### src/rtl/umrsa_pkg.sv
`default_nettype none
// ----------------------------------------------------------------------------
// umrsa_pkg
// Shared types, request codes and controller commands for the USB MIDI
// receive path with sysex assembly.
// ----------------------------------------------------------------------------
package umrsa_pkg;

  // Default store depths
  localparam int MESSAGE_DEPTH_DEF = 64;
  localparam int SYSEX_DEPTH_DEF   = 2048;

  // Sysex length saturates here at most (12-bit length field)
  localparam int COUNT_MAX = 4095;

  // Request codes
  localparam logic [1:0] REQ_PUT  = 2'd0;
  localparam logic [1:0] REQ_READ = 2'd1;
  localparam logic [1:0] REQ_BYTE = 2'd2;
  localparam logic [1:0] REQ_TAKE = 2'd3;

  // Message kinds
  localparam logic [1:0] KIND_INVALID = 2'd0;
  localparam logic [1:0] KIND_CC      = 2'd1;
  localparam logic [1:0] KIND_PC      = 2'd2;
  localparam logic [1:0] KIND_SYSEX   = 2'd3;

  // MIDI byte values
  localparam logic [7:0] SX_START    = 8'hF0;
  localparam logic [7:0] SX_END      = 8'hF7;
  localparam logic [7:0] STAT_CC     = 8'hB0;
  localparam logic [7:0] STAT_PC     = 8'hC0;
  localparam logic [7:0] KIND_MASK   = 8'hF0;
  localparam int         CMD_BIT     = 7;

  // Packet byte select for sysex pushes
  localparam logic [1:0] BYTE_STATUS = 2'd0;
  localparam logic [1:0] BYTE_FIRST  = 2'd1;
  localparam logic [1:0] BYTE_LAST   = 2'd2;

  // Datapath operations
  localparam int         OP_W        = 3;
  localparam logic [2:0] OP_NONE     = 3'd0;
  localparam logic [2:0] OP_PUT      = 3'd1;
  localparam logic [2:0] OP_PUSH     = 3'd2;
  localparam logic [2:0] OP_CLR_DONE = 3'd3;
  localparam logic [2:0] OP_MSG_POP  = 3'd4;
  localparam logic [2:0] OP_MSG_LAT  = 3'd5;
  localparam logic [2:0] OP_SX_READ  = 3'd6;
  localparam logic [2:0] OP_TAKE     = 3'd7;

  typedef struct packed {
    logic [1:0]  req_type;
    logic [7:0]  header_byte;
    logic [7:0]  status_byte;
    logic [7:0]  first_data;
    logic [7:0]  second_data;
    logic [10:0] sysex_offset;
  } umrsa_in_t;

  typedef struct packed {
    logic        ok;
    logic [1:0]  msg_kind;
    logic [3:0]  channel;
    logic [7:0]  data_one;
    logic [7:0]  data_two;
    logic [7:0]  sysex_byte;
    logic [11:0] sysex_length;
  } umrsa_out_t;

  typedef struct packed {
    logic            load;
    logic [OP_W-1:0] op;
    logic [1:0]      byte_sel;
    logic            set_ok;
    logic            ok_val;
    logic            out_load;
  } umrsa_cmd_t;

  typedef struct packed {
    logic [1:0] req;
    logic       is_start;
    logic       sx_full;
    logic       act_next;
    logic       msg_full;
    logic       msg_empty;
    logic       sx_ready;
    logic       off_ok;
    logic       push_close;
  } umrsa_stat_t;

endpackage
`default_nettype wire

### src/rtl/umrsa_ctrl.sv
`default_nettype none
// ----------------------------------------------------------------------------
// umrsa_ctrl
// Request sequencer: accepts one transaction, steps the datapath through
// it and hands the result to the output register.
// ----------------------------------------------------------------------------
module umrsa_ctrl
  import umrsa_pkg::*;
(
  input  wire logic        clk,
  input  wire logic        rst_n,
  input  wire logic        in_valid,
  output logic             in_stall,
  output logic             out_valid,
  input  wire logic        out_stall,
  input  wire umrsa_stat_t stat,
  output umrsa_cmd_t       cmd
);

  localparam logic [2:0] S_IDLE = 3'd0;
  localparam logic [2:0] S_EXEC = 3'd1;
  localparam logic [2:0] S_PUSH = 3'd2;
  localparam logic [2:0] S_MSGL = 3'd3;
  localparam logic [2:0] S_RESP = 3'd4;

  logic [2:0] state_r, state_nxt;
  logic [1:0] idx_r, idx_nxt;
  logic       out_valid_r, out_valid_nxt;

  always_comb begin
    state_nxt = state_r;
    idx_nxt   = idx_r;
    cmd       = '0;
    case (state_r)
      S_IDLE: begin
        if (in_valid) begin
          cmd.load  = 1'b1;
          state_nxt = S_EXEC;
        end
      end
      S_EXEC: begin
        case (stat.req)
          REQ_PUT: begin
            if (stat.is_start && stat.sx_full) begin
              cmd.set_ok = 1'b1;
              cmd.ok_val = 1'b0;
              state_nxt  = S_RESP;
            end else begin
              cmd.op = OP_PUT;
              if (stat.act_next) begin
                idx_nxt   = BYTE_STATUS;
                state_nxt = S_PUSH;
              end else begin
                cmd.set_ok = 1'b1;
                cmd.ok_val = !stat.msg_full;
                state_nxt  = S_RESP;
              end
            end
          end
          REQ_READ: begin
            cmd.set_ok = 1'b1;
            if (stat.sx_ready) begin
              cmd.op     = OP_CLR_DONE;
              cmd.ok_val = 1'b1;
              state_nxt  = S_RESP;
            end else if (!stat.msg_empty) begin
              cmd.op     = OP_MSG_POP;
              cmd.ok_val = 1'b1;
              state_nxt  = S_MSGL;
            end else begin
              cmd.ok_val = 1'b0;
              state_nxt  = S_RESP;
            end
          end
          REQ_BYTE: begin
            cmd.set_ok = 1'b1;
            cmd.ok_val = stat.off_ok;
            if (stat.off_ok) begin
              cmd.op = OP_SX_READ;
            end
            state_nxt = S_RESP;
          end
          default: begin
            cmd.op    = OP_TAKE;
            state_nxt = S_RESP;
          end
        endcase
      end
      S_PUSH: begin
        cmd.op       = OP_PUSH;
        cmd.byte_sel = idx_r;
        if (stat.push_close || idx_r == BYTE_LAST) begin
          cmd.set_ok = 1'b1;
          cmd.ok_val = 1'b1;
          state_nxt  = S_RESP;
        end else begin
          idx_nxt = idx_r + 2'd1;
        end
      end
      S_MSGL: begin
        cmd.op    = OP_MSG_LAT;
        state_nxt = S_RESP;
      end
      S_RESP: begin
        if (!out_valid_r || !out_stall) begin
          cmd.out_load = 1'b1;
          state_nxt    = S_IDLE;
        end
      end
      default: state_nxt = S_IDLE;
    endcase
  end

  always_comb begin
    if (cmd.out_load) begin
      out_valid_nxt = 1'b1;
    end else if (out_valid_r && !out_stall) begin
      out_valid_nxt = 1'b0;
    end else begin
      out_valid_nxt = out_valid_r;
    end
  end

  always_ff @(posedge clk) begin
    if (!rst_n) begin
      state_r     <= S_IDLE;
      idx_r       <= BYTE_STATUS;
      out_valid_r <= 1'b0;
    end else begin
      state_r     <= state_nxt;
      idx_r       <= idx_nxt;
      out_valid_r <= out_valid_nxt;
    end
  end

  assign in_stall  = (state_r != S_IDLE);
  assign out_valid = out_valid_r;

endmodule
`default_nettype wire

### config.mk
export PLATFORM = sky130hd
export DESIGN_NAME = umrsa_ctrl
export DESIGN_NICKNAME = d
export VERILOG_FILES = /design/src/rtl/umrsa_pkg.sv /design/src/rtl/umrsa_ctrl.sv
export SDC_FILE = /design/constraint.sdc
export NUM_CORES = 1
export LEC_CHECK = 0
export BUFFER_PORTS_ARGS = -buffer_cell sky130_fd_sc_hd__buf_2
export CAP_MARGIN = 20
export CORE_AREA = 2 2 39 41
export CTS_CLUSTER_SIZE = 20
export DETAILED_ROUTE_END_ITERATION = 12
export DIE_AREA = 0 0 41 43
export GPL_ROUTABILITY_DRIVEN = 0
export PLACE_DENSITY = 0.83
export SLEW_MARGIN = 20
export SYNTH_ARGS = -nofsm -noshare
export SYNTH_HDL_FRONTEND = slang
export SYNTH_SLANG_ARGS = --single-unit
### constraint.sdc
create_clock -name clk -period 2.2 [get_ports clk]
set_input_delay 0.11 -clock clk [delete_from_list [all_inputs] [get_ports clk]]
set_output_delay 0.11 -clock clk [all_outputs]
set_load 0.005 [all_outputs]
==> metrics, run 1 <==
cell area after synthesis=627 um^2; pwr dens=611 nW/um^2; Sequential Power Share=0.354; total gr overflow=0; Die Area=1760 um^2; CTS Buffer Depth=2; number of synthesized flops with an enable pin=0; # rows=14; CORE AREA=1380 um^2; width of the die=41 um; gr usage total=0.201; synthesized area per cell=8.14 um^2; share of cells above drive strength 1=0.330; Hold WS=148 ps; Final min period=1670 ps; post-synth top area cell=dfxtp_1; Post-CTS Resized=0; ANT cells=0; Synth area leaders=dfxtp_1 19%, ha_1 14%, nor2_1 5.4%, o21ai_0 4.0%, buf_6 3.6%; syn_nets=98; area of the multi-input gates=453 um^2; count leader, synth=nor2_1; Syn Inst Count=77; FILL cells=135; Pins Over Slew Limit=0; library cells used by synthesis=38; initial antenna violation count=0; CTS tree=built; Synth Flop Type=dfxtp_1; unrepaired setup endpoints after global routing=no; Hold Crit Class=primary input to flip-flop; fin crit share=0.761; commonest cells in the synthesized netlist=9 x nor2_1, 7 x ha_1, 6 x dfxtp_1; Slew @ Worst Pin=451 ps; outcome=finished, final reports clean; Layout Skew=6.87 ps; DP HPWL=1200 um; number of synthesized register bits=6; peak fanout along the critical path=11; Cell Int Power=282 uW; clock share of power=0.219; area grow syn2layout=20.4%; fmax=597 MHz; post-CTS setup buffer count=0; WP data arrival=1560 ps; clk_lat worst skew=250 ps; Max VDD drop=0.000265 V; CP Launch Type=flip-flop; initial DRC count=18; async set-reset flop share out of synthesis=0; I/O Pins=25; detailed-route via count=687; CTS clk-pin slew, worst paths=50 ps; CTS buffer count=3; max cap viols=0; IO buf count=24; Leak=0.000343 uW; Final Hold Viols=0; Initial Utilization=0.453; crit path kind=flip-flop to output port; Yosys warning total=0; crit end category=output port; Clock Sinks=6; clock root buffer=clkbuf_4; first-pass GRT wire length=2480 um; cts hold-fix bufs=0; FF/Latch Area=120 um^2; Post-layout nets=123; vias in the first global route=626; antenna viol nets, final=0; DRC violations left=0; Final setup viols=0; switching power=179 uW; Via density=5.92; Die Height=43 um; sw frac=0.389; Slew HR=0.699; Req. time, crit path=2090 ps; total iterations of the first detailed-routing run=4; Setup TNS Final=0 ps; WL final=1460 um; combinational share of power=0.426; post-synthesis sequential area ratio=0.192; post-synth top area share=0.192; CTS HTree Levels=1; largest net degree at the start of global routing=13; Routed WL per cell=12.6 um
## worst max-delay path, cell delays in order, from the launching register on
cell     delay (ps)
dfxtp_1         560
nor3b_4         330
o21ai_0         160
o31ai_1         100
buf_2           160
## routing by layer
metal	up-vias	track usage	part of all wire
met2	31	0.331	0.53
met5	-	0	0
met3	2	0.0733	0.058
li1	333	-	-
met1	321	0.225	0.41
met4	0	0.0667	0.0068
## power groups by stage
| stage | clock (uW) | combinational (uW) | sequential (uW) |
|---|---|---|---|
| finish | 101 | 197 | 163 |
| CTS | 102 | 197 | 163 |
| detailed placement | 0 | 195 | 165 |
| global placement | 0 | 191 | 162 |
| global route | 114 | 221 | 166 |
| floorplan | 0 | 170 | 135 |
## layout by cell type, fill, tap and decap left out, drive strengths merged, types with 2 or more instances in the layout
cell type,Yosys,routed
clkbuf,0,3
ha,7,7
nand2,6,6
nand2b,3,3
nor3b,3,3
a21oi,3,3
inv,5,5
a2111oi,3,3
a221oi,2,2
o21ai,6,6
buf,4,24
a21boi,2,2
nor2,9,9
dfxtp,6,6
nand3,2,2
o31ai,2,2
## registers in the layout, indices dropped and copies added (netlist names)
name       cells
out_valid      1
state_r        3
idx_r          2
## cell families after synthesis
family / after synthesis / share of synthesized area
flip-flops: 6 / 0.192
buffers and inverters: 9 / 0.0858
AND/OR/NAND/NOR: 29 / 0.266
AO/OA/AOI/OAI: 26 / 0.317
adder cells (fa/ha/maj): 7 / 0.140
## final timing paths
check | from | to | slack (ps) | cells past startpoint
max | state_r[1] | cmd[1] | 530 | 4
min | out_stall | out_valid | 150 | 3
max reg2reg | state_r[1] | idx_r[1] | 680 | 4
min reg2reg | idx_r[0] | idx_r[0] | 470 | 2
## cell type report
cell class | instances | share of cell area
clock buffer | 3 | 0.0299
inverter | 5 | 0.0249
multi-input combinational | 62 | 0.600
sequential | 6 | 0.159
tap | 16 | 0.0265
timing repair buffer | 24 | 0.159
## stage by stage
step	util	total power (uW)	std cells	area (um^2)	setup slack [ps]
after floorplan	-	306	77	627	1000
after global placement	0.529	353	113	732	669
after detailed placement	0.529	360	113	732	655
after CTS	0.545	462	116	754	543
after global routing	0.545	501	116	754	445
final	0.545	461	116	754	525
Power figures use the tool's default switching activity.
==> run 2, diff against run 1 <==
--- a/config.mk
+++ b/config.mk
@@ -7,12 +7,11 @@
 export LEC_CHECK = 0
 export BUFFER_PORTS_ARGS = -buffer_cell sky130_fd_sc_hd__buf_2
 export CAP_MARGIN = 20
-export CORE_AREA = 2 2 39 41
+export CORE_UTILIZATION = 46
 export CTS_CLUSTER_SIZE = 20
 export DETAILED_ROUTE_END_ITERATION = 12
-export DIE_AREA = 0 0 41 43
 export GPL_ROUTABILITY_DRIVEN = 0
-export PLACE_DENSITY = 0.83
+export PLACE_DENSITY = 0.81
 export SLEW_MARGIN = 20
 export SYNTH_ARGS = -nofsm -noshare
 export SYNTH_HDL_FRONTEND = slang
==> constraint.sdc (replaced) <==
create_clock -name clk -period 1.7 [get_ports clk]
set_input_delay 0.085 -clock clk [delete_from_list [all_inputs] [get_ports clk]]
set_output_delay 0.085 -clock clk [all_outputs]
set_load 0.005 [all_outputs]
==> run 2 against run 1 <==
Net effect:
- first-iteration DRC count unchanged
- non-clock buffer count unchanged
- design area decreased by 0.17%
- register-to-register slack lost 420 ps
- sequential cell count stayed put
- clock power increased by 36%
- critical path type unchanged
- largest power group unchanged
==> metrics, run 2 (synthesis results as in run 1) <==
outcome=finished, final reports clean; Max VDD drop=0.000420 V (+59%); Initial Utilization=0.528 (+0.0755); initial antenna violation count=0 (unchanged); peak fanout along the critical path=10 (-1); crit end category=output port; CORE AREA=1190 um^2 (-14%); detailed-route via count=643 (-6.4%); Hold WS=116 ps (-32.0 ps); width of the die=38.9 um (-5.1%); antenna viol nets, final=0 (unchanged); clk_lat worst skew=250 ps (about the same); # rows=12 (-2); Slew @ Worst Pin=449 ps (-2.04 ps); Die Area=1510 um^2 (-14%); max cap viols=0 (unchanged); WL final=1460 um (-0.21%); Via density=5.64 (-4.8%); Final min period=1510 ps; most frequent cells in the layout=24 x buf_2, 9 x nor2_1, 7 x ha_1; CTS buffer count=3 (unchanged); clock root buffer=clkbuf_4; Routed WL per cell=12.8 um (+1.5%); share of cells above drive strength 1=0.340 (+0.0100); DP HPWL=1170 um (-2.3%); most common cell after layout, fill and taps aside=buf_2; WP data arrival=1430 ps (-130 ps); area grow syn2layout=20.2%; CP Launch Type=flip-flop; max reg flops=3 (unchanged); Post-layout nets=123 (unchanged); fmax=661 MHz; pwr dens=801 nW/um^2 (+31%); Layout Skew=5.71 ps (-1.17 ps); Final setup viols=0 (unchanged); CTS clk-pin slew, worst paths=50 ps (about the same); post-CTS setup buffer count=0 (unchanged); total gr overflow=0 (unchanged); largest reg by FF count=state_r; first-pass GRT wire length=2500 um (+0.52%); gr usage total=0.245 (+0.0441); total iterations of the first detailed-routing run=5 (+1); CTS HTree Levels=1 (unchanged); crit path kind=flip-flop to output port; Final Hold Viols=0 (unchanged); Setup TNS Final=0 ps (unchanged); CTS tree=built; unrepaired setup endpoints after global routing=no; fin crit share=0.890; largest net degree at the start of global routing=13 (unchanged); Hold Crit Class=primary input to flip-flop; Req. time, crit path=1620 ps (-470 ps); FILL cells=128 (-5.2%); I/O Pins=25 (unchanged); Pins Over Slew Limit=0 (unchanged); Clock Sinks=6 (unchanged); vias in the first global route=580 (-7.3%); initial DRC count=18 (unchanged); Die Height=38.9 um (-9.5%); ANT cells=0 (unchanged); Slew HR=0.700 (+0.00136); Leak=0.000343 uW (+0.11%); IO buf count=24 (unchanged); DRC violations left=0 (unchanged); CTS Buffer Depth=2 (unchanged)
[run 2: cell counts in the layout (fill, tap and decap cells not counted)]
Identical to the previous run, type by type.
[run 2: area by class of cell]
| type | count | area, um^2 | area share |
|---|---|---|---|
| repair buffers | 24 | 120 | 0.159 |
| inverters | 5 | 18.8 | 0.0249 |
| clock buffers | 3 | 22.5 | 0.0299 |
| well taps | 14 | 17.5 | 0.0233 |
| multi-input cells | 62 | 453 | 0.601 |
| flip-flops and latches | 6 | 121 | 0.161 |
[run 2: layer usage]
layer,global-route usage,part of all wire,vias to the layer above
li1,-,-,337
met1,0.313,0.45,283
met2,0.379,0.48,21
met4,0.0776,0.0096,0
met3,0.0867,0.062,2
met5,0,0,-
[run 2: through the flow]
step / worst slack (ps) / instance area (um^2) / util / instances / total power (uW)
2_1_floorplan: 501 / 627 / - / 77 / 395
3_3_place_gp: 279 / 729 / 0.615 / 111 / 459
4_1_cts: 70.9 / 752 / 0.634 / 114 / 604
3_5_place_dp: 230 / 729 / 0.615 / 111 / 466
6_report: 187 / 753 / 0.635 / 114 / 604
5_1_grt: 37.3 / 753 / 0.635 / 114 / 656
[run 2: critical path, stage by stage (launching register included)]
cell	delay [ps]
dfxtp_1	550
nand2_1	210
o31ai_1	270
buf_2	150
[run 2: power breakdown]
| group | switching (uW) | internal, uW |
|---|---|---|
| clock | 56.3 | 80.2 |
| combinational | 131 | 125 |
| sequential | 50.2 | 161 |
| total | 237 | 366 |
[run 2: timing repair]
item	in CTS	in global routing
hold buffers	0	0
resized for setup	0	1
endpoints found under the setup margin	0	3
[run 2: path summary, 6_finish.rpt]
path,from,endpoint,slack [ps],depth (start not counted)
max,state_r[0],cmd[2],190,3
min,rst_n,state_r[2],120,3
max reg2reg,state_r[0],idx_r[1],260,4
min reg2reg,idx_r[0],idx_r[0],460,2
